$ cat src/design/assert_macros.svh
// Assertion macros shared by the ball physics RTL.
// Users must have clk and arst_n in scope.
`ifndef ASSERT_MACROS_SVH
`define ASSERT_MACROS_SVH

// Same-cycle implication.
`define ASSERT_IMP(label, ante, cons, msg) \
	label: assert property (@(posedge clk) disable iff (!arst_n) (ante) |-> (cons)) \
		else $error(msg);

// Next-cycle implication.
`define ASSERT_NXT(label, ante, cons, msg) \
	label: assert property (@(posedge clk) disable iff (!arst_n) (ante) |=> (cons)) \
		else $error(msg);

`endif

$ cat src/design/bps_pkg.sv
// Ball physics step package: ball record, divider and square-root request types,
// saturation helper. No dependencies.
package bps_pkg;

	localparam int BALL_COUNT_DEF = 4;

	localparam int DIV_N  = 49;	// dividend and quotient width
	localparam int DIV_D  = 33;	// divisor width
	localparam int SQ_IN  = 55;	// radicand width
	localparam int SQ_OUT = 28;	// root width

	localparam logic [20:0] GRAVITY_RST = 21'd26214;
	localparam logic [11:0] WIDTH_RST   = 12'd1920;
	localparam logic [11:0] HEIGHT_RST  = 12'd1080;
	localparam logic [20:0] REST_RST    = 21'd22348;

	typedef struct packed {
		logic signed [31:0] x;
		logic signed [31:0] y;
		logic signed [31:0] vx;
		logic signed [31:0] vy;
		logic [25:0]        r;
		logic [31:0]        m;
		logic [16:0]        e;
		logic [31:0]        f;
	} ball_t;

	typedef struct packed {
		logic             start;
		logic [DIV_N-1:0] dividend;
		logic [DIV_D-1:0] divisor;
	} div_req_t;

	typedef struct packed {
		logic             busy;
		logic [DIV_N-1:0] quotient;
	} div_rsp_t;

	typedef struct packed {
		logic             start;
		logic [SQ_IN-1:0] radicand;
	} sqrt_req_t;

	typedef struct packed {
		logic              busy;
		logic [SQ_OUT-1:0] root;
	} sqrt_rsp_t;

	function automatic logic signed [31:0] sat32(input logic signed [63:0] v);
		if (v > 64'sh7FFF_FFFF)
			return 32'sh7FFF_FFFF;
		if (v < -64'sh8000_0000)
			return -32'sh8000_0000;
		return v[31:0];
	endfunction

endpackage

$ cat src/design/bps_div.sv
// Restoring unsigned divider, one quotient bit per cycle.
// Depends on bps_pkg. A zero divisor yields an all-ones quotient.
module bps_div import bps_pkg::*; (
	input  logic     clk,
	input  logic     arst_n,
	input  div_req_t req,
	output div_rsp_t rsp
);

	logic             busy_q;
	logic [5:0]       cnt_q;
	logic [DIV_D-1:0] rem_q;
	logic [DIV_D-1:0] dsr_q;
	logic [DIV_N-1:0] quo_q;
	logic [DIV_D:0]   shifted;
	logic             fits;

	assign shifted = {rem_q, quo_q[DIV_N-1]};
	assign fits    = shifted >= {1'b0, dsr_q};

	always_ff @(posedge clk or negedge arst_n) begin
		if (!arst_n) begin
			busy_q <= 1'b0;
			cnt_q  <= '0;
		end else if (req.start) begin
			busy_q <= 1'b1;
			cnt_q  <= '0;
		end else if (busy_q) begin
			cnt_q <= cnt_q + 6'd1;
			if (cnt_q == 6'(DIV_N - 1))
				busy_q <= 1'b0;
		end
	end

	always_ff @(posedge clk) begin
		if (req.start) begin
			rem_q <= '0;
			quo_q <= req.dividend;
			dsr_q <= req.divisor;
		end else if (busy_q) begin
			rem_q <= fits ? DIV_D'(shifted - {1'b0, dsr_q}) : shifted[DIV_D-1:0];
			quo_q <= {quo_q[DIV_N-2:0], fits};
		end
	end

	assign rsp.busy     = busy_q;
	assign rsp.quotient = quo_q;

endmodule

$ cat config.mk
export PLATFORM = sky130hd
export DESIGN_NAME = bps_div
export DESIGN_NICKNAME = d
export VERILOG_FILES = /design/src/design/assert_macros.svh /design/src/design/bps_pkg.sv /design/src/design/bps_div.sv
export SDC_FILE = /design/constraint.sdc
export NUM_CORES = 1
export LEC_CHECK = 0
export ABC_AREA = 1
export ABC_CLOCK_PERIOD_IN_PS = 3500
export BUFFER_PORTS_ARGS = -buffer_cell sky130_fd_sc_hd__buf_2
export CELL_PAD_IN_SITES_DETAIL_PLACEMENT = 0
export CELL_PAD_IN_SITES_GLOBAL_PLACEMENT = 1
export CORE_MARGIN = 1
export CORE_UTILIZATION = 41
export CTS_CLUSTER_DIAMETER = 80
export DETAILED_ROUTE_END_ITERATION = 10
export HOLD_SLACK_MARGIN = 0.06
export PLACE_DENSITY = 0.85
export SLEW_MARGIN = 20
export SYNTH_ARGS = -nofsm -noshare
export SYNTH_HDL_FRONTEND = slang
export SYNTH_SLANG_ARGS = --single-unit
$ cat constraint.sdc
create_clock -name clk -period 3.5 [get_ports clk]
set_input_delay 0.175 -clock clk [delete_from_list [all_inputs] [get_ports clk]]
set_output_delay 0.175 -clock clk [all_outputs]
set_load 0.05 [all_outputs]
==> impl_metrics.csv <==
group,metric,value,unit
run_status,status,"finished clean",
finish,n_antenna_cell,0,
finish,nets,1422,
setup_path,path_depth,13,
die,core.rowCount,49,
timing,rsz0062_at_grt,"false",
placement,dpl_worst_slack,0.806,ns
setup_path,crit_family,"simple AND/OR/NAND/NOR gates",
die,ios,135,
logic_synthesis,synth_area_per_cell,7.16,um2
setup_path,slowest_delay,0.44,ns
run,maxCapViolCount,0,
clocking,clkSinkCount,122,
logic_synthesis,synth_compound_area_share,3.16,%
timing,maxSlewHeadroom,55.8,%
placement,place_hpwl,14700,um
detailed_routing,drtAntennaViolNets,0,
timing,period_share,77.8,%
logic_synthesis,synthDistinctLibCells,38,
timing,finClkSkew,0.0140,ns
placement,routabilityCongestion,0.896,
logic_synthesis,ys_warn_count,0,
detailed_routing,drc,0,
logic_synthesis,yosys.area_share.simple,35.1,%
setup_path,r2r-start,"quo_q[48]",
clocking,cts_resized,0,
clocking,root_buffer,"clkbuf_16",
setup_path,reg2reg_depth,13,
detailed_routing,drtPass1Iterations,5,
clocking,clock_latency,0.43,ns
setup_path,critical_path_required,3.85,ns
setup_path,cpMaxStageDelayCell,"fa_1",
clocking,htreeDepth,4,
logic_synthesis,synth_top_family_by_area,"simple AND/OR/NAND/NOR gates",
grt,grt_pass1_wl,35300,um
die,die_w,140,um
power,ir_worst_vdd,0.000380,V
timing,period_minus_slack,2.72,ns
detailed_routing,via_per_inst,4.71,
timing,setup_viol,0,
power,p_leak,5.32,nW
placement,placed_cell_area,0.00860,mm2
logic_synthesis,synthesis.area,0.00777,mm2
power,p_per_area,719,mW/mm2
hold_path,hold_class,"primary input to flip-flop",
finish,drive_above_1_share,14.2,%
finish,area_delta_synth_final,28.8,%
placement,io_buffer_count,134,
grt,grt_pass1_vias,7198,
timing,fin_tns_setup,0,ns
setup_path,path_buf_inv,2,
logic_synthesis,yosysTopAreaCell,"edfxtp_1",
grt,antenna_found_initial,0,
logic_synthesis,synth_adder_area_share,5.90,%
clocking,post_cts.repair.setup_buffers,0,
logic_synthesis,synth_xor_area_share,1.69,%
clocking,cts_tree,"yes",
setup_path,rrSetupSlack,0.78,ns
logic_synthesis,synth_nets,1206,
die,die-area,0.0195,mm2
setup_path,crit_type,"flip-flop to flip-flop",
clocking,cts_buffers,17,
detailed_routing,drt_iter0_drc,416,
placement,placed_cells_incl_taps,1429,
detailed_routing,wirelength,20900,um
timing,finalHoldViolations,0,
clocking,path_clk_slew,0.06,ns
grt,grt_overflow,0,
clocking,cts_max_path_buffers,2,
detailed_routing,post_drt_wl_per_cell,13.6,um
logic_synthesis,synth_top_area_share,31.7,%
logic_synthesis,synthMuxAreaShare,0,%
finish,final_area,0.0100,mm2
finish,final_util,54.7,%
die,initial_core_util,42.5,%
die,die_h,140,um
logic_synthesis,synth_area_leaders,"edfxtp_1 32%, nand2_1 23%, inv_1 9.2%",
timing,slew_violations,0,
finish,fin_cells,1542,
detailed_routing,via_count,7256,
hold_path,hold_depth,3,
die,core-area,0.0183,mm2
setup_path,crit_chain,"inv_1, ha_1, inv_1, fa_1, nand3_1, nand3_2, nand2_1, nand2_2, nand2_4, nand2_8, nand2_1, nand3_1, o21ai_1",
setup_path,worstReg2RegEnd,"rem_q[10]",
setup_path,startpoint_type,"flip-flop",
hold_path,worst_hold_startpoint,"req[33]",
logic_synthesis,synth-async-reset-ratio,5.74,%
timing,fmax,0.367,GHz
timing,fin_ws,0.777,ns
power,fin_total_pwr,7.19,mW
logic_synthesis,synthFlopType,"edfxtp_1",
timing,whs,0.122,ns
hold_path,whs_endpoint,"quo_q[0]",
setup_path,worstPathArrival,3.07,ns
setup_path,worst-path-max-fanout,36,
grt,track_usage,22.8,%
logic_synthesis,seq_area_frac_synth,42.5,%
grt,grt_max_degree,63,
logic_synthesis,synth_edf_count,82,
timing,worstMarginPinSlew,0.663,ns
logic_synthesis,synth_seq_cells,122,
logic_synthesis,synth_cells,1085,
setup_path,crit_path_end_kind,"flip-flop",
## power by group
| group | switching, mW | internal [mW] | total (mW) |
|---|---|---|---|
| clock network | 0.673 | 1.11 | 1.78 |
| logic | 2.22 | 1.20 | 3.42 |
| registers | 0.161 | 1.83 | 1.99 |
## logic make-up after synthesis
kind of cell             count (synthesis)
AND/OR/NAND/NOR                        646
buffers and inverters                  220
flip-flops                             122
AO/OA/AOI/OAI                           46
adder cells (fa/ha/maj)                 36
XOR/XNOR                                15
## state kept, by name, indices dropped and copies added (netlist names)
name / cells
dsr_q: 33
rem_q: 33
cnt_q: 6
quo_q: 49
busy_q: 1
## synthesized netlist by cell type (2+ instances only)
library cell / number
dfxtp_1: 33
nor2_1: 43
a21oi_1: 21
o21ai_0: 7
nor2_2: 5
ha_1: 35
dfrtp_1: 7
edfxtp_1: 82
inv_1: 191
nor3_1: 10
nand2_2: 3
buf_6: 9
clkbuf_1: 12
xor2_1: 2
nand4_1: 4
o21ai_1: 12
inv_2: 2
nand3b_1: 21
xnor2_1: 13
and2_1: 6
o21bai_1: 2
nand3_1: 74
nand3_2: 4
buf_2: 2
nand2_1: 472
## worst min-delay path: stages
cell and delay, ns:
buf_2 0.08, nor2_1 0.04, a31oi_1 0.13
## metal layers
| metal | share of wire (%) | vias up | global-route usage, % |
|---|---|---|---|
| met5 | 0 | - | 0 |
| met4 | 0.83 | 0 | 5.44 |
| met3 | 5.8 | 15 | 5.02 |
| met2 | 46 | 219 | 37.7 |
| met1 | 47 | 3234 | 30.4 |
| li1 | - | 3788 | - |
## worst max-delay path by stage
stage,start,to,slack [ns]
after floorplan,req[82],quo_q[0],0.82
after global placement,quo_q[48],rem_q[15],0.80
after detailed placement,quo_q[48],rem_q[14],0.81
after CTS,quo_q[48],rem_q[14],0.78
after global routing,quo_q[48],rem_q[15],0.54
final,quo_q[48],rem_q[10],0.78
## layout by cell type, fill, tap and decap left out, types with 3 or more instances in the layout
| cell type | netlist | final |
|---|---|---|
| nand2_1 | 472 | 472 |
| inv_1 | 191 | 191 |
| buf_2 | 2 | 133 |
| edfxtp_1 | 82 | 82 |
| dlygate4sd3_1 | 0 | 82 |
| nand3_1 | 74 | 74 |
| nor2_1 | 43 | 43 |
| ha_1 | 35 | 35 |
| dfxtp_1 | 33 | 33 |
| nand3b_1 | 21 | 21 |
| a21oi_1 | 21 | 21 |
| clkbuf_16 | 0 | 17 |
| xnor2_1 | 13 | 13 |
| o21ai_1 | 12 | 12 |
| nor3_1 | 10 | 10 |
| buf_4 | 1 | 8 |
| o21ai_0 | 7 | 7 |
| dfrtp_1 | 7 | 7 |
| and2_1 | 6 | 6 |
| nor2_2 | 5 | 5 |
| nand4_1 | 4 | 4 |
| nand3_2 | 4 | 4 |
| clkinvlp_4 | 0 | 4 |
| nand2_2 | 3 | 3 |
| clkinv_1 | 1 | 3 |
| bufinv_16 | 0 | 3 |
## area by class of cell
type,instances,area (um2)
Fill cell,1794,8270
Clock inverter,12,150
Clock buffer,19,433
Multi-Input combinational cell,743,3560
Tap cell,229,287
Inverter,194,728
Timing Repair Buffer,223,1550
Sequential cell,122,3300
## what timing repair did
item,in CTS,in global routing
hold buffers,82,0
setup endpoints to repair,0,0
endpoints found under the hold margin,88,0
Note: power is estimated with default switching activity, not from simulation.
