## config.mk

```make
export PLATFORM = sky130hd
export DESIGN_NAME = bps_ram
export DESIGN_NICKNAME = d
export VERILOG_FILES = /design/src/design/assert_macros.svh /design/src/design/bps_ram.sv
export SDC_FILE = /design/constraint.sdc
export NUM_CORES = 1
export LEC_CHECK = 0
export BUFFER_PORTS_ARGS = -buffer_cell sky130_fd_sc_hd__clkbuf_2
export CAP_MARGIN = 10
export CORE_UTILIZATION = 53
export DETAILED_ROUTE_END_ITERATION = 10
export PLACE_DENSITY_LB_ADDON = 0.08
export SETUP_SLACK_MARGIN = 0.05
export SLEW_MARGIN = 20
export SYNTH_ARGS = -nofsm -noshare
export SYNTH_HDL_FRONTEND = slang
export SYNTH_SLANG_ARGS = --single-unit
```

## constraint.sdc

```tcl
create_clock -name clk -period 1.4 [get_ports clk]
set_input_delay 0.07 -clock clk [delete_from_list [all_inputs] [get_ports clk]]
set_output_delay 0.07 -clock clk [all_outputs]
set_load 0.02 [all_outputs]
```

## src/design/assert_macros.svh

```systemverilog
// Assertion macros shared by the ball physics RTL.
// Users must have clk and arst_n in scope.
`ifndef ASSERT_MACROS_SVH
`define ASSERT_MACROS_SVH

// Same-cycle implication.
`define ASSERT_IMP(label, ante, cons, msg) \
	label: assert property (@(posedge clk) disable iff (!arst_n) (ante) |-> (cons)) \
		else $error(msg);

// Next-cycle implication.
`define ASSERT_NXT(label, ante, cons, msg) \
	label: assert property (@(posedge clk) disable iff (!arst_n) (ante) |=> (cons)) \
		else $error(msg);

`endif

```

## src/design/bps_ram.sv

```systemverilog
// Generic synchronous RAM: one write port, one read port, registered read data.
// No dependencies.
module bps_ram #(
	parameter int WIDTH = 8,
	parameter int DEPTH = 4
) (
	input  logic                     clk,
	input  logic                     we,
	input  logic [$clog2(DEPTH)-1:0] waddr,
	input  logic [WIDTH-1:0]         wdata,
	input  logic [$clog2(DEPTH)-1:0] raddr,
	output logic [WIDTH-1:0]         rdata
);

	logic [WIDTH-1:0] mem_q [DEPTH];

	always_ff @(posedge clk) begin
		if (we)
			mem_q[waddr] <= wdata;
		rdata <= mem_q[raddr];
	end

endmodule

```

==> impl_table.tex, run 1 <==
\begin{tabular}{lr}
\hline
Metric & Value \\
\hline
\multicolumn{2}{l}{\textbf{Power and ir drop}} \\
Cell Int Power & $\sim$1.7 mW \\
Cell leakage power & just under 0.6 nW \\
Relative contribution of sequential cells to total power & 65.4\% \\
Portion of total power attributed to combinational logic & under 10\% \\
Max VDD drop & approximately 910 uV \\
Clock network fraction of design power & a little over a quarter \\
Reported net switching power & around 0.43 mW \\
Power Density & roughly 1300 nW/um\^{}2 \\
Switching fraction of total power & 20.6\% \\
\multicolumn{2}{l}{\textbf{Timing}} \\
Max-slew violation count & 0 \\
Sum of negative setup slack & 0 ns \\
Setup repair after global routing missed its margin & false \\
Worst clock skew & around 0.0036 ns \\
Slew at the pin with the worst max-slew slack & between 0.4 and 0.5 ns \\
Worst hold slack & about 0.2 ns \\
Post-route clock period utilization & a little over two thirds \\
Number of failing hold endpoints at the final stage & 0 \\
FMAX & between 1000 and 1500 MHz \\
Worst max-slew margin expressed relative to the limit & 71.4\% \\
Setup violations, final & 0 \\
Final critical-path required period & approximately 0.99 ns \\
\multicolumn{2}{l}{\textbf{Setup path}} \\
Data required time of the critical path & between 1.5 and 2 ns \\
Arrival @ worst endpoint & 1.20 ns \\
Max Fanout on Critical Path & 1 \\
Source of the worst register-to-register timing path & mem\_q[3][1] \\
Number of cells traversed by the worst register-to-register path & 1 \\
Stages on the worst setup path & 1 \\
Crit path max-delay cell type & sky130\_fd\_sc\_hd\_\_mux4\_2 \\
Worst setup path end & rdata[1] \\
Path type of the worst setup path & flip-flop to flip-flop \\
Crit-path cells & mux4\_2 \\
Slack of the worst reg-to-reg path & around 0.41 ns \\
Crit path launch type & flip-flop \\
Reg-to-reg endpoint & rdata[1] \\
Delay of the slowest cell on the worst path & around 0.48 ns \\
Cell type group with the largest total delay on the critical path & multiplexers \\
Endpoint type of the worst setup path & flip-flop \\
Critical path origin & mem\_q[3][1] \\
Buffers plus inverters on the worst setup path & 0 \\
\multicolumn{2}{l}{\textbf{Floorplanning}} \\
Core Rows & 17 \\
Die Span X & 52.4 um \\
Die boundary height & 52.4 um \\
Area of the placeable core & around 2300 sq um \\
Die Area & approximately 2800 sq um \\
Top Ports & 22 \\
Effective utilization at floorplan & 58.7\% \\
\multicolumn{2}{l}{\textbf{Synth}} \\
Proportion of synthesized flip-flops having asynchronous set or reset & 0\% \\
Syn Std Cell Area & about 1300 sq um \\
Library cells used by synthesis & 8 \\
Number of storage elements in the synthesis netlist & 40 \\
Share of synthesized area occupied by flip-flops and latches & 83.1\% \\
Synthesized area divided by synthesized cell count & around 25 sq um \\
Share of Yosys cell area claimed by the top area cell type & approximately 71\% \\
Number of flops mapped to enable cells by yosys & 32 \\
Post-synthesis cell type with the largest combined area & sky130\_fd\_sc\_hd\_\_edfxtp\_1 \\
Mapped Nets & 68 \\
Most instantiated library cell after synthesis & sky130\_fd\_sc\_hd\_\_edfxtp\_1 \\
Synthesized instance count & 54 \\
Predominant post-synthesis flop cell & sky130\_fd\_sc\_hd\_\_edfxtp\_1 \\
Top post-synthesis cells by area & sky130\_fd\_sc\_hd\_\_edfxtp\_1 (71\%), sky130\_fd\_sc\_hd\_\_mux4\_2 (13\%), sky130\_fd\_sc\_hd\_\_dfxtp\_1 (12\%) \\
Yosys Warn Count & 0 \\
List of most frequent post-synthesis cells & sky130\_fd\_sc\_hd\_\_edfxtp\_1 (32), sky130\_fd\_sc\_hd\_\_dfxtp\_1 (8), sky130\_fd\_sc\_hd\_\_mux4\_2 (8) \\
\multicolumn{2}{l}{\textbf{Detailed routing}} \\
Via/cell ratio & between 5 and 6 \\
Final routed wire length divided by cell count & 17.1 um \\
Count of TritonRoute iterations in the first routing pass & 3 \\
Routed WL & between 1.5 and 2 mm \\
Drt first-iter violations & 13 \\
Vias after detailed routing & between 600 and 700 \\
Residual DRC count & 0 \\
Final antenna-violating net count & 0 \\
\multicolumn{2}{l}{\textbf{CTS}} \\
Clock slew at reported path FFs & 0.10 ns \\
Number of levels the H-tree was split into & 2 \\
Clock root buffer & sky130\_fd\_sc\_hd\_\_clkbuf\_4 \\
Cts bufs inserted & 5 \\
CTS sink count & 40 \\
Clock latency reported for the late side of the worst-skew pair & approximately 0.33 ns \\
Buffers inserted during post-CTS setup optimization & 0 \\
Count of instances resized after the clock tree is built & 0 \\
TritonCTS clock tree & done \\
Clk buf depth & 2 \\
\multicolumn{2}{l}{\textbf{Finish}} \\
Synthesis-to-finish area growth & 19.8\% \\
Proportion of layout cells with a drive suffix above 1 & between 40\% and 50\% \\
Total inserted antenna cells & 0 \\
Post-layout instance count excluding filler cells & $\sim$120 \\
Number of nets in the layout & roughly 100 \\
\multicolumn{2}{l}{\textbf{Global routing}} \\
Number of antenna violations at the first check in global routing & 0 \\
Pin count of the biggest net entering global routing & 12 \\
Global-route wire length before repair & around 3.0 mm \\
Via count of the first global-routing pass & about 670 \\
Aggregate global-route resource usage & roughly 18\% \\
Remaining Overflow, GRT & 0 \\
\multicolumn{2}{l}{\textbf{Outcome}} \\
Result of the run & finished clean \\
\multicolumn{2}{l}{\textbf{Flow run}} \\
Max cap viols & 0 \\
\multicolumn{2}{l}{\textbf{Worst hold path}} \\
Worst Hold Class & input pin to flip-flop \\
\multicolumn{2}{l}{\textbf{Placed design}} \\
RD Place Congestion & roughly 0.67 \\
I/O Buffers & 21 \\
Placed Cells incl. Taps & about 100 \\
\hline
\end{tabular}
power groups by stage:
stage          sequential [mW]  clock (mW)  combinational [mW]
3_3_place_gp              1.39           0               0.145
5_1_grt                   1.38       0.619               0.180
2_1_floorplan             1.42           0              0.0613
4_1_cts                   1.37       0.574               0.167
6_report                  1.37       0.560               0.167
3_5_place_dp              1.40           0               0.150
worst min path at each step:
stage / startpoint / to / slack [ns] / cells past startpoint
2_1_floorplan: wdata[0] / mem_q[0][0] / 0.17 / 0
3_3_place_gp: wdata[3] / mem_q[3][3] / 0.29 / 1
3_5_place_dp: wdata[4] / mem_q[2][4] / 0.29 / 1
4_1_cts: raddr[1] / rdata[7] / 0.19 / 2
5_1_grt: raddr[1] / rdata[7] / 0.18 / 2
6_report: raddr[1] / rdata[0] / 0.21 / 2
through the flow:
stage	power (mW)	utilization [%]	instance area (sq um)	worst slack [ns]
floorplan	1.48	-	1350	0.266
finish	2.10	70.3	1620	0.413
detailed placement	1.55	64.4	1480	0.329
global route	2.18	70.3	1620	0.394
CTS	2.11	70.3	1620	0.390
global placement	1.54	64.4	1480	0.367
cell families after synthesis:
| group | share of synthesized area [%] |
|---|---|
| buffers and inverters | 1.21 |
| DFF | 83.1 |
| muxes | 13.4 |
| and+or+nand+nor | 2.32 |
layer usage:
layer  vias to the layer above  routed length [um]  share of wire (%)  track usage (%)
met2                        22                1130                 57             33.5
met3                         4                  83                4.2             7.83
li1                        292                   -                  -                -
met1                       323                 751                 38             17.1
met4                         0                  30                1.5             5.26
met5                         -                   0                  0                0
final cells by class:
type / instances / area (sq um)
clock inverters: 1 / 3.75
clock buffers: 6 / 51.3
repair buffers: 30 / 193
multi-input cells: 12 / 211
flip-flops and latches: 40 / 1120
well taps: 28 / 35.0
fillers: 140 / 682
timing repair:
| action | CTS | global route |
|---|---|---|
| endpoints found under the setup margin | 0 | 0 |
| hold buffers | 8 | 0 |
| endpoints found under the hold margin | 32 | 0 |
sequential cells by signal (all words and copies together), names as in the netlist:
register  cells
rdata         8
mem_q        32
cells in the final DEF, fill, tap and decap left out, drive strengths merged:
master	Yosys	layout
and3	1	1
buf	1	1
mux4	8	8
nor3b	1	1
and3b	2	2
clkbuf	1	27
clkinv	0	1
dlygate4sd3	0	8
edfxtp	32	32
dfxtp	8	8
(Power assumes the default switching activity.)
==> run 2: changes to the inputs <==
Settings changed: ABC_AREA from default to 1, CORE_UTILIZATION 53 to 55.
Clock period 1.4 ns to 1 ns, I/O delays scaled along.
==> run 2 against run 1 <==
Worst hold slack got worse by 0.16 ns. Sequential power increased by 40%. Clock power rose by 82%. Combinational power is 79% higher. Non-clock buffer count increased by 4. Clock skew rose by 0.0080 ns. Critical path type is now flip-flop to output port. Largest power group unchanged.
==> impl_table.tex, run 2 <==
\begin{tabular}{lr}
\hline
Metric & Value \\
\hline
\multicolumn{2}{l}{\textbf{Power and ir drop}} \\
Cell leakage power & 0.888 nW (+50\%) \\
Total chip power & 3.23 mW (+54\%) \\
Max VDD drop & 1940 uV (+110\%) \\
Power Density & 1740 nW/um\^{}2 (+34\%) \\
\multicolumn{2}{l}{\textbf{Timing}} \\
Setup repair after global routing missed its margin & false \\
Max-slew violation count & 0 (unchanged) \\
Number of failing hold endpoints at the final stage & 0 (unchanged) \\
Setup violations, final & 0 (unchanged) \\
Sum of negative setup slack & 0 ns (unchanged) \\
Worst max-slew margin expressed relative to the limit & 76.4\% (+5.0 points) \\
Final critical-path required period & between 0.8 and 0.9 ns \\
Post-route clock period utilization & roughly 88\% \\
Worst clock skew & 0.0116 ns (+0.00796 ns) \\
Slew at the pin with the worst max-slew slack & 0.355 ns (-0.0747 ns) \\
Slack of the critical path & 0.116 ns (-0.297 ns) \\
FMAX & around 1100 MHz \\
\multicolumn{2}{l}{\textbf{Global routing}} \\
Number of antenna violations at the first check in global routing & 0 (unchanged) \\
Pin count of the biggest net entering global routing & 17 (+5) \\
Global-route wire length before repair & 4.28 mm (+42\%) \\
Via count of the first global-routing pass & 965 (+44\%) \\
Aggregate global-route resource usage & 22.4\% (+4.6 points) \\
Remaining Overflow, GRT & 0 (unchanged) \\
\multicolumn{2}{l}{\textbf{Detailed routing}} \\
Residual DRC count & 0 (unchanged) \\
Count of TritonRoute iterations in the first routing pass & 4 (+1) \\
Metal3 WL & 188 um (+130\%) \\
Final routed wire length divided by cell count & 12.8 um (-25\%) \\
Final antenna-violating net count & 0 (unchanged) \\
Vias after detailed routing & 987 (+54\%) \\
Top sig layer & met4 \\
Via/cell ratio & 4.72 (-14\%) \\
Routed WL & 2.67 mm (+34\%) \\
Drt first-iter violations & 37 (+24) \\
Met2 WL post-DR & 1.30 mm (+16\%) \\
Sum of routed wire segments on met1 & 1.14 mm (+51\%) \\
\multicolumn{2}{l}{\textbf{Synth}} \\
Number of storage elements in the synthesis netlist & 40 (unchanged) \\
Library cells used by synthesis & 10 (+2) \\
Syn Std Cell Area & 1550 sq um (+15\%) \\
Proportion of synthesized flip-flops having asynchronous set or reset & 0\% (unchanged) \\
Mapped Nets & 155 (+130\%) \\
Yosys Warn Count & 0 (unchanged) \\
Synthesized area divided by synthesized cell count & 11.0 sq um (-56\%) \\
Predominant post-synthesis flop cell & sky130\_fd\_sc\_hd\_\_edfxtp\_1 \\
Combinational family with the most area after synthesis & simple AND/OR/NAND/NOR gates \\
Number of flops mapped to enable cells by yosys & 32 (unchanged) \\
Synthesized instance count & 141 (+160\%) \\
Share of synthesized area occupied by flip-flops and latches & 72.4\% (-11 points) \\
Post-synthesis share of cell area spent on and, or, nand and nor gates & 16.2\% (+14 points) \\
Share of Yosys cell area claimed by the top area cell type & 62.1\% (-9.2 points) \\
Parity-gate share of the synthesized area counting xor and xnor cells & 0\% (unchanged) \\
Most instantiated library cell after synthesis & sky130\_fd\_sc\_hd\_\_nand2\_1 \\
List of most frequent post-synthesis cells & sky130\_fd\_sc\_hd\_\_nand2\_1 (40), sky130\_fd\_sc\_hd\_\_inv\_1 (36), sky130\_fd\_sc\_hd\_\_edfxtp\_1 (32) \\
Post-synthesis share of cell area spent on full adders, half adders and majority gates & 0\% (unchanged) \\
Mux share of post-synthesis cell area & 0\% (-13 points) \\
Synth Area in Compound Gates & 0\% (unchanged) \\
Top post-synthesis cells by area & sky130\_fd\_sc\_hd\_\_edfxtp\_1 (62\%), sky130\_fd\_sc\_hd\_\_dfxtp\_1 (10\%), sky130\_fd\_sc\_hd\_\_nand2\_1 (9.7\%) \\
Post-synthesis cell type with the largest combined area & sky130\_fd\_sc\_hd\_\_edfxtp\_1 \\
\multicolumn{2}{l}{\textbf{Floorplanning}} \\
Die boundary height & 55.0 um (+5.0\%) \\
Die Area & 3030 sq um (+10\%) \\
Die Span X & 55.0 um (+5.0\%) \\
Core Rows & 18 (+1) \\
Area of the placeable core & 2570 sq um (+12\%) \\
Top Ports & 22 (unchanged) \\
Effective utilization at floorplan & 60.3\% (+1.6 points) \\
\multicolumn{2}{l}{\textbf{Setup path}} \\
Crit path launch type & flip-flop \\
Max Fanout on Critical Path & 1 (unchanged) \\
Crit path max-delay cell type & sky130\_fd\_sc\_hd\_\_dfxtp\_1 \\
Cell type group with the largest total delay on the critical path & flip-flops \\
Buffers plus inverters on the worst setup path & 1 (+1) \\
Critical path origin & rdata[6] \\
Data required time of the critical path & 0.95 ns (-0.66 ns) \\
Delay of the slowest cell on the worst path & 0.33 ns (-0.15 ns) \\
Source of the worst register-to-register timing path & mem\_q[1][5] \\
Arrival @ worst endpoint & 0.83 ns (-0.37 ns) \\
Crit-path cells & clkbuf\_2 \\
Endpoint type of the worst setup path & output port \\
Path type of the worst setup path & flip-flop to output port \\
\multicolumn{2}{l}{\textbf{Placed design}} \\
I/O Buffers & 21 (unchanged) \\
Half-perimeter wire length after placement & 1.80 mm \\
Worst-case setup slack after placement & 0.0874 ns (-0.242 ns) \\
Placement Cell Area & 1700 sq um (+15\%) \\
RD Place Congestion & 0.743 (+11\%) \\
\multicolumn{2}{l}{\textbf{CTS}} \\
Clk buf depth & 2 (unchanged) \\
Clock latency reported for the late side of the worst-skew pair & 0.35 ns (+0.02 ns) \\
Buffers inserted during post-CTS setup optimization & 0 (unchanged) \\
Number of levels the H-tree was split into & 2 (unchanged) \\
TritonCTS clock tree & done \\
CTS sink count & 40 (unchanged) \\
Clock root buffer & sky130\_fd\_sc\_hd\_\_clkbuf\_4 \\
Cts bufs inserted & 5 (unchanged) \\
Clock slew at reported path FFs & 0.12 ns (+0.02 ns) \\
\multicolumn{2}{l}{\textbf{Finish}} \\
Multi-input combinational cell area & 260 sq um (+23\%) \\
Most frequent cells in the layout & sky130\_fd\_sc\_hd\_\_nand2\_1 (40), sky130\_fd\_sc\_hd\_\_inv\_1 (36), sky130\_fd\_sc\_hd\_\_edfxtp\_1 (32), sky130\_fd\_sc\_hd\_\_clkbuf\_2 (19), sky130\_fd\_sc\_hd\_\_nand3\_1 (16) \\
Proportion of layout cells with a drive suffix above 1 & 20.1\% (-20 points) \\
Filler Cell Count & 200 (+43\%) \\
Util after Layout & 72.4\% (+2.1 points) \\
Flip-flop and latch area & 1120 sq um (unchanged) \\
Synthesis-to-finish area growth & 20.1\% \\
Total inserted antenna cells & 0 (unchanged) \\
Most frequent standard cell in the layout excluding fill and tap cells & sky130\_fd\_sc\_hd\_\_nand2\_1 \\
Biggest register & mem\_q \\
Number of nets in the layout & 192 (+86\%) \\
Flip-flop count of the largest register, all copies and words added & 32 (unchanged) \\
Top Registers & mem\_q: 32 flops, rdata: 8 flops \\
Area of all placed cells without fillers & 1860 sq um (+15\%) \\
\multicolumn{2}{l}{\textbf{Worst hold path}} \\
Worst Hold Class & input pin to flip-flop \\
Launch point of the worst hold path & raddr[1] \\
\multicolumn{2}{l}{\textbf{Outcome}} \\
Result of the run & finished clean \\
\multicolumn{2}{l}{\textbf{Flow run}} \\
Max cap viols & 0 (unchanged) \\
\hline
\end{tabular}
-- run 2: cell count changes after synthesis --
cell	before	now
sky130_fd_sc_hd__inv_4	0	1
sky130_fd_sc_hd__mux4_2	8	0
sky130_fd_sc_hd__nor3_1	0	4
sky130_fd_sc_hd__buf_4	0	1
sky130_fd_sc_hd__and3b_1	2	0
sky130_fd_sc_hd__nor3b_1	1	0
sky130_fd_sc_hd__and3_1	1	0
sky130_fd_sc_hd__nand3_1	0	16
sky130_fd_sc_hd__buf_6	1	2
sky130_fd_sc_hd__clkbuf_2	1	0
sky130_fd_sc_hd__inv_1	0	36
sky130_fd_sc_hd__buf_2	0	1
sky130_fd_sc_hd__nand2_1	0	40
-- run 2: cells by family after synthesis --
group	count (synthesis)
flip-flops	40
AND/OR/NAND/NOR	60
buffers and inverters	41
-- run 2: final timing paths --
kind / slack (ns) / to / depth (start not counted)
hold / removal: 0.04 / rdata[0] / 3
setup / recovery: 0.12 / rdata[6] / 1
setup reg to reg: 0.23 / rdata[5] / 4
hold reg to reg: 0.55 / rdata[3] / 4
-- run 2: power by group --
group / switching, mW / internal, mW
clock network: 0.496 / 0.524
registers: 0.0216 / 1.89
logic: 0.187 / 0.112
total: 0.705 / 2.53
-- run 2: repair_timing --
| item | 4_1_cts | 5_1_grt |
|---|---|---|
| endpoints found under the hold margin | 32 | 0 |
| gates resized for setup | 0 | 2 |
| setup endpoints to repair | 0 | 2 |
| hold buffers | 8 | 0 |
-- run 2: per-layer routing --
| metal | global-route usage, % | up-vias |
|---|---|---|
| li1 | - | 512 |
| met1 | 25.9 | 429 |
| met2 | 37.8 | 41 |
| met3 | 9.02 | 5 |
| met4 | 7.50 | 0 |
| met5 | 0 | - |
-- run 2: final cells by class --
class / instances / area share (%)
Multi-Input combinational cell: 60 / 14.0
Tap cell: 30 / 2.02
Clock buffer: 6 / 2.22
Clock inverter: 2 / 1.88
Sequential cell: 40 / 60.3
Inverter: 37 / 7.60
Timing Repair Buffer: 34 / 12.0
-- run 2: through the flow --
stage,cells,hold slack [ns]
floorplan,141,0.149
global placement,193,0.279
detailed placement,193,0.286
CTS,209,0.0263
global route,209,0.0305
finish,209,0.0418
