===== src/design/assert_macros.svh =====
// Assertion macros shared by the ball physics RTL.
// Users must have clk and arst_n in scope.
`ifndef ASSERT_MACROS_SVH
`define ASSERT_MACROS_SVH

// Same-cycle implication.
`define ASSERT_IMP(label, ante, cons, msg) \
	label: assert property (@(posedge clk) disable iff (!arst_n) (ante) |-> (cons)) \
		else $error(msg);

// Next-cycle implication.
`define ASSERT_NXT(label, ante, cons, msg) \
	label: assert property (@(posedge clk) disable iff (!arst_n) (ante) |=> (cons)) \
		else $error(msg);

`endif


===== src/design/bps_pkg.sv =====
// Ball physics step package: ball record, divider and square-root request types,
// saturation helper. No dependencies.
package bps_pkg;

	localparam int BALL_COUNT_DEF = 4;

	localparam int DIV_N  = 49;	// dividend and quotient width
	localparam int DIV_D  = 33;	// divisor width
	localparam int SQ_IN  = 55;	// radicand width
	localparam int SQ_OUT = 28;	// root width

	localparam logic [20:0] GRAVITY_RST = 21'd26214;
	localparam logic [11:0] WIDTH_RST   = 12'd1920;
	localparam logic [11:0] HEIGHT_RST  = 12'd1080;
	localparam logic [20:0] REST_RST    = 21'd22348;

	typedef struct packed {
		logic signed [31:0] x;
		logic signed [31:0] y;
		logic signed [31:0] vx;
		logic signed [31:0] vy;
		logic [25:0]        r;
		logic [31:0]        m;
		logic [16:0]        e;
		logic [31:0]        f;
	} ball_t;

	typedef struct packed {
		logic             start;
		logic [DIV_N-1:0] dividend;
		logic [DIV_D-1:0] divisor;
	} div_req_t;

	typedef struct packed {
		logic             busy;
		logic [DIV_N-1:0] quotient;
	} div_rsp_t;

	typedef struct packed {
		logic             start;
		logic [SQ_IN-1:0] radicand;
	} sqrt_req_t;

	typedef struct packed {
		logic              busy;
		logic [SQ_OUT-1:0] root;
	} sqrt_rsp_t;

	function automatic logic signed [31:0] sat32(input logic signed [63:0] v);
		if (v > 64'sh7FFF_FFFF)
			return 32'sh7FFF_FFFF;
		if (v < -64'sh8000_0000)
			return -32'sh8000_0000;
		return v[31:0];
	endfunction

endpackage


===== src/design/bps_sqrt.sv =====
// Digit-by-digit integer square root, one root bit per cycle.
// Depends on bps_pkg.
module bps_sqrt import bps_pkg::*; (
	input  logic      clk,
	input  logic      arst_n,
	input  sqrt_req_t req,
	output sqrt_rsp_t rsp
);

	logic                busy_q;
	logic [4:0]          cnt_q;
	logic [2*SQ_OUT-1:0] rad_q;
	logic [SQ_OUT+1:0]   rem_q;
	logic [SQ_OUT-1:0]   root_q;
	logic [SQ_OUT+3:0]   shifted;
	logic [SQ_OUT+3:0]   trial;
	logic                fits;

	assign shifted = {rem_q, rad_q[2*SQ_OUT-1 -: 2]};
	assign trial   = {2'b00, root_q, 2'b01};
	assign fits    = shifted >= trial;

	always_ff @(posedge clk or negedge arst_n) begin
		if (!arst_n) begin
			busy_q <= 1'b0;
			cnt_q  <= '0;
		end else if (req.start) begin
			busy_q <= 1'b1;
			cnt_q  <= '0;
		end else if (busy_q) begin
			cnt_q <= cnt_q + 5'd1;
			if (cnt_q == 5'(SQ_OUT - 1))
				busy_q <= 1'b0;
		end
	end

	always_ff @(posedge clk) begin
		if (req.start) begin
			rad_q  <= (2*SQ_OUT)'(req.radicand);
			rem_q  <= '0;
			root_q <= '0;
		end else if (busy_q) begin
			rem_q  <= fits ? (SQ_OUT+2)'(shifted - trial) : shifted[SQ_OUT+1:0];
			root_q <= {root_q[SQ_OUT-2:0], fits};
			rad_q  <= {rad_q[2*SQ_OUT-3:0], 2'b00};
		end
	end

	assign rsp.busy = busy_q;
	assign rsp.root = root_q;

endmodule


===== config.mk =====
export PLATFORM = sky130hd
export DESIGN_NAME = bps_sqrt
export DESIGN_NICKNAME = d
export VERILOG_FILES = /design/src/design/assert_macros.svh /design/src/design/bps_pkg.sv /design/src/design/bps_sqrt.sv
export SDC_FILE = /design/constraint.sdc
export NUM_CORES = 1
export LEC_CHECK = 0
export BUFFER_PORTS_ARGS = -buffer_cell sky130_fd_sc_hd__buf_2
export CORE_MARGIN = 4
export CORE_UTILIZATION = 40
export DETAILED_ROUTE_END_ITERATION = 12
export GPL_ROUTABILITY_DRIVEN = 0
export GPL_TIMING_DRIVEN = 1
export PLACE_DENSITY_LB_ADDON = 0.1
export SLEW_MARGIN = 15
export SYNTH_ARGS = -nofsm -noshare
export SYNTH_HDL_FRONTEND = slang
export SYNTH_SLANG_ARGS = --single-unit

===== constraint.sdc =====
create_clock -name clk -period 6.05 [get_ports clk]
set_input_delay 0.605 -clock clk [delete_from_list [all_inputs] [get_ports clk]]
set_output_delay 0.605 -clock clk [all_outputs]
set_load 0.1 [all_outputs]

==> run metrics, run 1 <==
status finished, final reports clean; share of post-route cells with drive strength above 1 28.4%; Area after DPL 7310 sq um; count of clock tree sinks 120; vias in the first global route about 5000; fin worst setup slack roughly 2.6 ns; Worst Max-Slew Pin Slew between 1 and 1.5 ns; Worst EP arrival about 3.8 ns; effective utilization at floorplan between 40% and 50%; critical path class register to register; Primary FF master, synth dfxtp_1; area of the multi-input gates 3450 sq um; syn nets 745; Synth area leader edfxtp_1; synthesized area 6760 sq um; cell count after synthesis between 600 and 700; Final TNS setup 0 ns; top layer used by detailed routing met4; Worst Clk Skew approximately 0.017 ns; Slew headroom between 20% and 30%; R2R Setup Slk roughly 2.6 ns; Setup Viol. Count Final 0; RSZ-0062 raised after global routing no; largest net degree at the start of global routing 70; crit path from root_q[23]; vias per cell 5.30; Synth top area share around a quarter; first-pass GRT wire length 25000 um; Ys Warns 0; reg-to-reg endpoint rem_q[25]; worst reg2reg path depth 11; pre-CTS WS 2.64 ns; n_diodes 0; Design Area, Final roughly 7900 sq um; crit share post-route 56.3%; Area Overhead vs Synth 17.0%; # nets final 815; post-synth cell types 59; synthesized area per cell 10.3 sq um; CTS Root Cell clkbuf_16; Fillers 1615; Worst Hold Class input port to register; depth of the CTS H-tree 4; DR pass1 iterations 4; critical path endpoint rem_q[25]; final WL 15400 um; Clock power frac 26.1%; Async S/R FF share, synth approximately 5%; DR WL/cell approximately 16 um; top cells by area, synth edfxtp_1, dfxtp_1, mux2_2; DR WL met3 574 um; CTS tree done; final hold violations 0; Finished Core Util 47.7%; clk_lat worst skew 0.43 ns; Setup crit start kind register; Tmin final 3.41 ns; Max Clk Rate 0.294 GHz; P_int 2.31 mW; Final ANT Viol Nets 0; Die Y 138 um; R2R Path Start root_q[23]; Die ar. ~19000 sq um; via count of the routed design between 5000 and 6000; sequential area share after synthesis 44.1%; EDFF count, synth 55; total CTS buffers 17; Clock Tree Buf Depth 2; CP Max Fanout 17; register area 2990 sq um; Comb power frac 46.7%; antenna violations before repair 0; core box area 16600 sq um; DRC Markers 0; Core Rows 47; DR WL met2 approximately 7200 um; Total Routing Usage GR 16.7%; CP Data Required Time about 6.4 ns; P_sw 1.58 mW; max-cap violations 0; GR Overflow Total 0; I/O pin cnt 87; met1 WL 7350 um; Slew Limit Fails 0; Port Buffers 86; setup bufs post-CTS 0; total chip power 3.89 mW; Power Dens Cells 492 nW/um^2; Die Span X 138 um; switching share of total power approximately two fifths; HPWL after detailed placement 10600 um; worst vdd ir 239 uV; Crit. End Element register; Iteration-0 DRC Markers between 300 and 400; Reg power frac 27.2%; leak pwr 3.43 nW; #FFs+latches synth 120; CTS clock-pin slew for the worst setup and hold paths 0.06 ns
==> registers in the layout, summed over array words and instances (netlist names) <==
name	cells
cnt_q	5
root_q	28
busy_q	1
rad_q	56
rem_q	30
==> worst min-delay path by stage <==
stage                     slack, ns   endpoint  cells past startpoint    start
after floorplan                0.31     busy_q                      0   arst_n
after global placement         0.43   cnt_q[2]                      1   arst_n
after detailed placement       0.44   cnt_q[3]                      1   arst_n
after CTS                      0.44   rad_q[1]                      2   req[1]
after global routing           0.46  rad_q[19]                      2  req[19]
final                          0.45   rad_q[1]                      2   req[1]
==> Yosys cell counts, types with 2 or more instances <==
| library cell | number |
|---|---|
| a211oi_1 | 7 |
| nand4_1 | 6 |
| a41oi_1 | 2 |
| a41o_1 | 2 |
| and3_1 | 7 |
| dfxtp_1 | 59 |
| buf_1 | 5 |
| and4_1 | 3 |
| buf_6 | 2 |
| a31oi_1 | 9 |
| nand2_2 | 8 |
| inv_1 | 36 |
| and2_1 | 5 |
| or3_1 | 3 |
| buf_2 | 5 |
| a21oi_1 | 26 |
| mux2_2 | 53 |
| a211o_1 | 5 |
| a32oi_1 | 9 |
| edfxtp_1 | 55 |
| a311oi_2 | 16 |
| a211oi_2 | 2 |
| nor3b_1 | 3 |
| clkbuf_1 | 26 |
| a21o_1 | 13 |
| nor3_1 | 5 |
| nor2_1 | 70 |
| o21bai_1 | 2 |
| o21ai_0 | 31 |
| nand2b_1 | 2 |
| o21ai_1 | 3 |
| xor2_1 | 14 |
| o21a_1 | 3 |
| mux2i_1 | 30 |
| o31ai_1 | 3 |
| a31o_2 | 2 |
| xnor2_1 | 14 |
| nand3_1 | 6 |
| ha_1 | 31 |
| dfrtp_1 | 6 |
| nor2b_1 | 5 |
| nand2_1 | 45 |
==> timing repair <==
| item | CTS | global route |
|---|---|---|
| endpoints found under the hold margin | 6 | 0 |
| gates resized for setup | 0 | 0 |
| hold buffers | 1 | 0 |
==> cells by family after synthesis <==
| group | count (synthesis) | synth area share, % |
|---|---|---|
| adder cells (fa/ha/maj) | 31 | 5.74 |
| buffers and inverters | 76 | 4.83 |
| XOR/XNOR | 28 | 3.63 |
| AO/OA/AOI/OAI | 146 | 16.7 |
| multiplexers | 83 | 13.3 |
| AND/OR/NAND/NOR | 172 | 11.7 |
| flip-flops | 120 | 44.1 |
==> per-stage QoR <==
step | hold slack, ns | cells
after floorplan | 0.309 | 656
after global placement | 0.432 | 926
after detailed placement | 0.438 | 926
after CTS | 0.444 | 959
after global routing | 0.457 | 959
final | 0.454 | 959
==> area by class of cell <==
type / instances / area share, %
Multi-Input combinational cell: 460 / 43.6
Sequential cell: 120 / 37.8
Timing Repair Buffer: 91 / 5.98
Clock buffer: 17 / 5.38
Tap cell: 220 / 3.48
Clock inverter: 15 / 2.03
Inverter: 36 / 1.71
==> critical path: stages, from the launching register on <==
cell       delay (ns)
dfxtp_1          0.37
inv_1            0.07
ha_1             0.42
a211oi_2         0.25
o21bai_1         0.11
a21oi_1          0.18
o21ai_1          0.13
a2111oi_4        0.42
or2_1            0.64
buf_4            0.38
nand2_2          0.09
a311oi_2         0.25
==> power by group through the flow <==
stage / registers [mW] / clock network, mW / logic [mW]
floorplan: 1.09 / 0 / 1.47
detailed placement: 1.07 / 0 / 1.80
global placement: 1.07 / 0 / 1.79
finish: 1.06 / 1.01 / 1.81
CTS: 1.06 / 1.04 / 1.81
global route: 1.07 / 1.08 / 2.02
==> routing by layer <==
layer / track usage [%] / vias to the layer above
met5: 0 / -
met4: 6.31 / 0
met3: 3.99 / 16
met2: 26.4 / 89
met1: 22.2 / 2451
li1: - / 2525
==> cell usage in the layout (no fill, tap or decap), drive strengths merged, types with 14 or more instances in the layout <==
cell type,count
nand2,53
xor2,14
a311oi,16
edfxtp,55
a21o,14
xnor2,14
buf,90
clkbuf,17
inv,44
a21oi,27
mux2i,30
mux2,53
dfxtp,59
nor2,71
ha,31
o21ai,34
Note: power is estimated with default switching activity, not from simulation.
==> run 2, diff against run 1 <==
==> constraint.sdc (replaced) <==
create_clock -name clk -period 3.6 [get_ports clk]
set_input_delay 0.36 -clock clk [delete_from_list [all_inputs] [get_ports clk]]
set_output_delay 0.36 -clock clk [all_outputs]
set_load 0.1 [all_outputs]
==> run 2 against run 1 <==
Net effect: first-iteration DRC count rose by 33%; largest power group unchanged; non-clock buffer count rose by 8; largest cell class unchanged; critical path depth did not move; highest routed layer unchanged; flip-flop and latch count did not move; hold slack got worse by 0.23 ns; worst setup slack got worse by 2.0 ns; register-to-register slack got worse by 2.0 ns; combinational power rose by 75%.
==> run metrics, run 2 (synthesis gave the netlist of run 1 again) <==
max-cap violations 0 (unchanged); WHS 0.227 ns (-0.227 ns); Final TNS setup 0 ns (unchanged); count of clock tree sinks 120 (unchanged); Die Span X 138 um (unchanged); worst vdd ir 370 uV (+54%); RSZ-0062 raised after global routing no; most frequent cells in the layout buf_2, nor2_1, dfxtp_1; first-pass GRT wire length 25200 um (+0.66%); CTS Root Cell clkbuf_16; n_diodes 0 (unchanged); Port Buffers 86 (unchanged); total CTS buffers 17 (unchanged); crit share post-route 81.9% (+26 points); Fillers 1579 (-2.2%); Power Dens Cells 840 nW/um^2 (+71%); I/O pin cnt 87 (unchanged); final hold violations 0 (unchanged); effective utilization at floorplan 40.7% (unchanged); Setup Viol. Count Final 0 (unchanged); largest net degree at the start of global routing 72 (+2.9%); Crit. End Element register; largest registers rad_q: 56 flops, rem_q: 30 flops, root_q: 28 flops; most common cell after layout, fill and taps aside buf_2; Worst Hold Path Cells 2 (unchanged); clk_lat worst skew 0.42 ns (about the same); critical path class register to register; Hold EP rad_q[0]; core box area 16600 sq um (unchanged); Setup crit start kind register; Slew Limit Fails 0 (unchanged); CP Data Required Time 3.93 ns (-2.46 ns); Total Routing Usage GR 16.6% (-0.12 points); DR pass1 iterations 5 (+1); Clock Tree Buf Depth 2 (unchanged); GR Overflow Total 0 (unchanged); Die Y 138 um (unchanged); HP Start req[0]; CTS tree done; Iteration-0 DRC Markers 406 (+33%); Die ar. 19000 sq um (unchanged); final WL 14900 um (-3.0%); # nets final 823 (+0.98%); Max Clk Rate 0.339 GHz (+16%); worst reg2reg path depth 11 (unchanged); HPWL after detailed placement 10600 um (-0.20%); Finished Core Util 48.2% (+0.55 points); leak pwr 3.48 nW (+1.5%); total chip power 6.71 mW (+73%); Worst Hold Class input port to register; vias in the first global route 5043 (-0.059%); max FFs per register 56 (unchanged); antenna violations before repair 0 (unchanged); vias per cell 5.32 (+0.46%); CTS clock-pin slew for the worst setup and hold paths 0.06 ns (about the same); Tmin final 2.95 ns (-0.460 ns); Worst Clk Skew 0.0129 ns (-0.00455 ns); Slew headroom 33.4% (+11 points); CP Max Fanout 16 (-1); Worst Max-Slew Pin Slew 0.999 ns (-0.159 ns); Area Overhead vs Synth 18.3%; share of post-route cells with drive strength above 1 29.2% (+0.77 points); Core Rows 47 (unchanged); Top reg by flops rad_q; R2R Setup Slk 0.65 ns (-1.99 ns); R2R Path Start root_q[23]; via count of the routed design 5147 (+1.3%); Worst EP arrival 3.27 ns (-0.48 ns); DRC Markers 0 (unchanged); status finished, final reports clean; depth of the CTS H-tree 4 (unchanged); Final ANT Viol Nets 0 (unchanged); DR WL/cell 15.4 um (-3.8%); reg-to-reg endpoint rem_q[16]
[run 2: stage by stage]
stage | worst slack, ns | cell area (sq um) | cells
6_report | 0.653 | 7990 | 967
5_1_grt | 0.408 | 7990 | 967
3_3_place_gp | 0.746 | 7370 | 934
3_5_place_dp | 0.705 | 7370 | 934
2_1_floorplan | 0.348 | 6760 | 656
4_1_cts | 0.667 | 7990 | 967
[run 2: how the worst max path moves through the flow]
| stage | startpoint | to | slack, ns |
|---|---|---|---|
| finish | root_q[23] | rem_q[16] | 0.65 |
| global route | root_q[23] | rem_q[20] | 0.41 |
| CTS | root_q[23] | rem_q[15] | 0.67 |
| detailed placement | root_q[23] | rem_q[15] | 0.70 |
| global placement | root_q[23] | rem_q[16] | 0.75 |
| floorplan | root_q[2] | rem_q[10] | 0.35 |
[run 2: report_power, final]
| group | total (mW) | switching, mW | internal, mW |
|---|---|---|---|
| Clock | 1.77 | 0.671 | 1.10 |
| Sequential | 1.78 | 0.135 | 1.64 |
| Combinational | 3.16 | 1.80 | 1.36 |
[run 2: layer usage]
layer	wire, um	track usage (%)	vias up
met5	0	0	-
li1	-	-	2550
met1	7150	23.2	2459
met3	680	3.92	24
met2	6800	24.8	114
met4	281	6.31	0
[run 2: critical path, cell delays in order (launching register included)]
cell,delay [ns]
dfxtp_1,0.36
inv_1,0.06
ha_1,0.42
a211oi_2,0.26
o21bai_1,0.11
a21oi_1,0.23
o21ai_1,0.15
a2111oi_4,0.43
or2_1,0.20
buf_4,0.26
nand2_2,0.09
a311oi_2,0.26
[run 2: area by class of cell]
class	instances	area, sq um	share of cell area, %
inverter	36	135	1.69
multi-input combinational	460	3450	43.1
clock inverter	15	191	2.39
clock buffer	17	425	5.32
tap	220	275	3.44
timing repair buffer	99	533	6.67
sequential	120	2990	37.4
[run 2: repair_timing]
item	in CTS	in global routing
setup buffers	0	0
gates resized for setup	0	0
hold buffers	1	0
hold endpoints to repair	6	0
==> run 3, diff against run 2 <==
--- a/config.mk
+++ b/config.mk
@@ -5,6 +5,7 @@
 export SDC_FILE = /design/constraint.sdc
 export NUM_CORES = 1
 export LEC_CHECK = 0
+export ABC_AREA = 1
 export BUFFER_PORTS_ARGS = -buffer_cell sky130_fd_sc_hd__buf_2
 export CORE_MARGIN = 4
 export CORE_UTILIZATION = 40
==> constraint.sdc (replaced) <==
create_clock -name clk -period 2.5 [get_ports clk]
set_input_delay 0.25 -clock clk [delete_from_list [all_inputs] [get_ports clk]]
set_output_delay 0.25 -clock clk [all_outputs]
set_load 0.1 [all_outputs]
==> run 3 against run 2 <==
Net effect: non-clock buffer count grew 15; cell count up 35%; routed wire length rose by 18%; combinational power grew 74%; clock-buffer cell count unchanged; register-to-register slack lost 0.53 ns; utilization increased by 0.74 points; hold slack worse by 0.13 ns; largest cell class unchanged.
==> run metrics, run 3 <==
top cells by area, synth edfxtp_1, nand2_1, dfxtp_1; effective utilization at floorplan 40.6% (-0.17 points); DRC Markers 0 (unchanged); grt met1 use 23.9% (+0.69 points); max FFs per register 56 (unchanged); EDFF count, synth 55 (unchanged); CP Data Required Time 2.77 ns (-1.16 ns); Power Dens Cells 1260 nW/um^2 (+51%); GR Overflow Total 0 (unchanged); Final ANT Viol Nets 0 (unchanged); post-synthesis mux area share 0% (-13 points); largest registers rad_q: 56 flops, rem_q: 30 flops, root_q: 28 flops; CP Max Fanout 37 (+21); Area Overhead vs Synth 20.6%; Buf/Inv on CP 2 (unchanged); DR pass1 iterations 5 (unchanged); Slew Limit Fails 0 (unchanged); worst vdd ir 626 uV (+69%); share of post-route cells with drive strength above 1 19.4% (-9.7 points); Worst Max-Slew Pin Slew 1.06 ns (+0.0610 ns); Tmin final 2.37 ns (-0.573 ns); Die ar. 19700 sq um (+3.3%); Max Clk Rate 0.421 GHz (+24%); most frequent cells in the layout nand2_1, inv_1, buf_2; busiest layer in global routing met2; syn nets 1059 (+42%); # nets final 1162 (+41%); CTS Root Cell clkbuf_16; largest family of logic cells by synthesized area simple AND/OR/NAND/NOR gates; Setup Viol. Count Final 0 (unchanged); total chip power 10.7 mW (+59%); met2 Use GR 30.0% (+5.2 points); Top reg by flops rad_q; cell chain of the critical path inv_1, ha_1, a21oi_1, o21a_1, nand2_1, a21oi_4, nand2_8, buf_4, o211ai_1, o21ai_1; HPWL after detailed placement 12900 um (+22%); Async S/R FF share, synth 5.00% (unchanged); count leader, synth nand2_1; Die Y 140 um (+1.6%); area of the multi-input gates 3370 sq um (-2.2%); count of clock tree sinks 120 (unchanged); Die Span X 140 um (+1.6%); n_diodes 0 (unchanged); Fillers 1791 (+13%); Worst EP arrival 2.64 ns (-0.63 ns); largest net degree at the start of global routing 85 (+18%); vias in the first global route 6161 (+22%); Iteration-0 DRC Markers 295 (-27%); Synth area leader edfxtp_1; CTS tree done; #FFs+latches synth 120 (unchanged); final hold violations 0 (unchanged); Port Buffers 86 (unchanged); core box area 17200 sq um (+3.9%); CP max stage cell ha_1; DR WL/cell 13.5 um (-13%); Top Family by Delay on Critical Path compound AO/OA/AOI/OAI gates; sequential area share after synthesis 42.7% (-1.5 points); Clock Tree Buf Depth 2 (unchanged); Layout Cells excl Fill 1310 (+35%); met3 Track Usage GR 4.61% (+0.69 points); WHS 0.0938 ns (-0.133 ns); post-synth cell types 44 (-25%); Placed Cells 1276 (+37%); I/O pin cnt 87 (unchanged); status finished, final reports clean; first-pass GRT wire length 29700 um (+18%); synthesized area per cell 7.21 sq um (-30%); max-cap violations 0 (unchanged); via count of the routed design 6190 (+20%); post-synthesis adder-cell area fraction 5.55% (-0.19 points); Total Routing Usage GR 18.4% (+1.8 points); depth of the CTS H-tree 4 (unchanged); CTS clock-pin slew for the worst setup and hold paths 0.06 ns (about the same); Slew headroom 29.3% (-4.1 points); final WL 17600 um (+18%); register area 3020 sq um (+1.0%); synthesized area 6990 sq um (+3.5%); Synth Area in Compound Gates 8.91% (-7.8 points); Synth top area share 23.6% (-0.83 points); crit share post-route 94.9% (+13 points); Core Rows 48 (+2.1%); synth cell count leaders nand2_1, inv_1, dfxtp_1, edfxtp_1, nor2_1; total CTS buffers 17 (unchanged); most common cell after layout, fill and taps aside nand2_1; Ys Warns 0 (unchanged); XOR/XNOR Fraction of Synth Area 1.88% (-1.8 points); cell count after synthesis 970 (+48%); Worst Hold Class input port to register; leak pwr 4.37 nW (+25%); antenna violations before repair 0 (unchanged); vias per cell 4.73 (-11%); clk_lat worst skew 0.42 ns (about the same); critical path class register to register; Primary FF master, synth dfxtp_1; Post-Synth Simple-Gate Area 31.7% (+20 points); Worst Clk Skew 0.0112 ns (-0.00169 ns); Crit. End Element register; Setup crit start kind register; Worst path max stage delay 0.38 ns (-0.05 ns)
[run 3: cell count changes after synthesis, moves of 16 or more]
cell / before / now
nor2_1: 70 / 54
mux2i_1: 30 / 0
nand3_1: 6 / 40
inv_1: 36 / 128
nand2_1: 45 / 383
a311oi_2: 16 / 0
o22ai_1: 1 / 27
mux2_2: 53 / 0
[run 3: cell type report]
type	instances	area share (%)
sequential	120	35.8
clock inverter	14	2.24
timing repair buffer	114	7.62
multi-input combinational	685	40.0
clock buffer	17	5.04
inverter	135	6.02
tap	225	3.34
[run 3: power breakdown]
group          internal (mW)  switching [mW]  leakage (nW)  total [mW]
combinational           1.98            3.53          2.89        5.50
sequential              2.38           0.184          1.18        2.57
clock                   1.59            1.00         0.295        2.60
total                   5.96            4.71          4.37        10.7
[run 3: path summary, 6_finish.rpt]
| kind | end | slack [ns] | startpoint | depth (start not counted) |
|---|---|---|---|---|
| max in group asynchronous | cnt_q[4] | 2.14 | arst_n | 2 |
| min reg2reg | rem_q[28] | 0.45 | rem_q[28] | 2 |
| max reg2reg | rem_q[12] | 0.13 | root_q[21] | 10 |
| min in group asynchronous | cnt_q[1] | 0.20 | arst_n | 2 |
| max | rem_q[12] | 0.13 | root_q[21] | 10 |
| min | rad_q[36] | 0.09 | req[36] | 3 |
[run 3: cell families after synthesis]
| group | count (synthesis) |
|---|---|
| and+or+nand+nor | 533 |
| buffers and inverters | 165 |
| DFF | 120 |
| xor gates and xnor gates | 15 |
| adders and majority gates | 31 |
| AOI/OAI and AO/OA | 106 |
[run 3: what timing repair did]
action | in CTS | in global routing
hold buffers | 1 | 0
setup endpoints to repair | 0 | 17
endpoints found under the hold margin | 6 | 0
resized for setup | 0 | 1
buffers inserted | 0 | 2
[run 3: stage by stage]
stage	util (%)	setup slack, ns	setup TNS (ns)	cell area [sq um]
5_1_grt	48.9	-0.00497	-0.00497	8440
2_1_floorplan	-	0.0782	0	7030
6_report	48.9	0.126	0	8440
3_5_place_dp	45.2	0.0707	0	7790
4_1_cts	48.8	0.0504	0	8410
3_3_place_gp	45.2	0.0954	0	7790
[run 3: metal layers]
metal	part of all wire [%]	wire [um]
met1	48	8480
met2	45	7990
met3	4.6	818
met4	1.9	337
met5	0	0
[run 3: worst min-delay path: stages]
cell and delay (ns):
buf_2 0.07, nand2_1 0.04, nand2_1 0.05
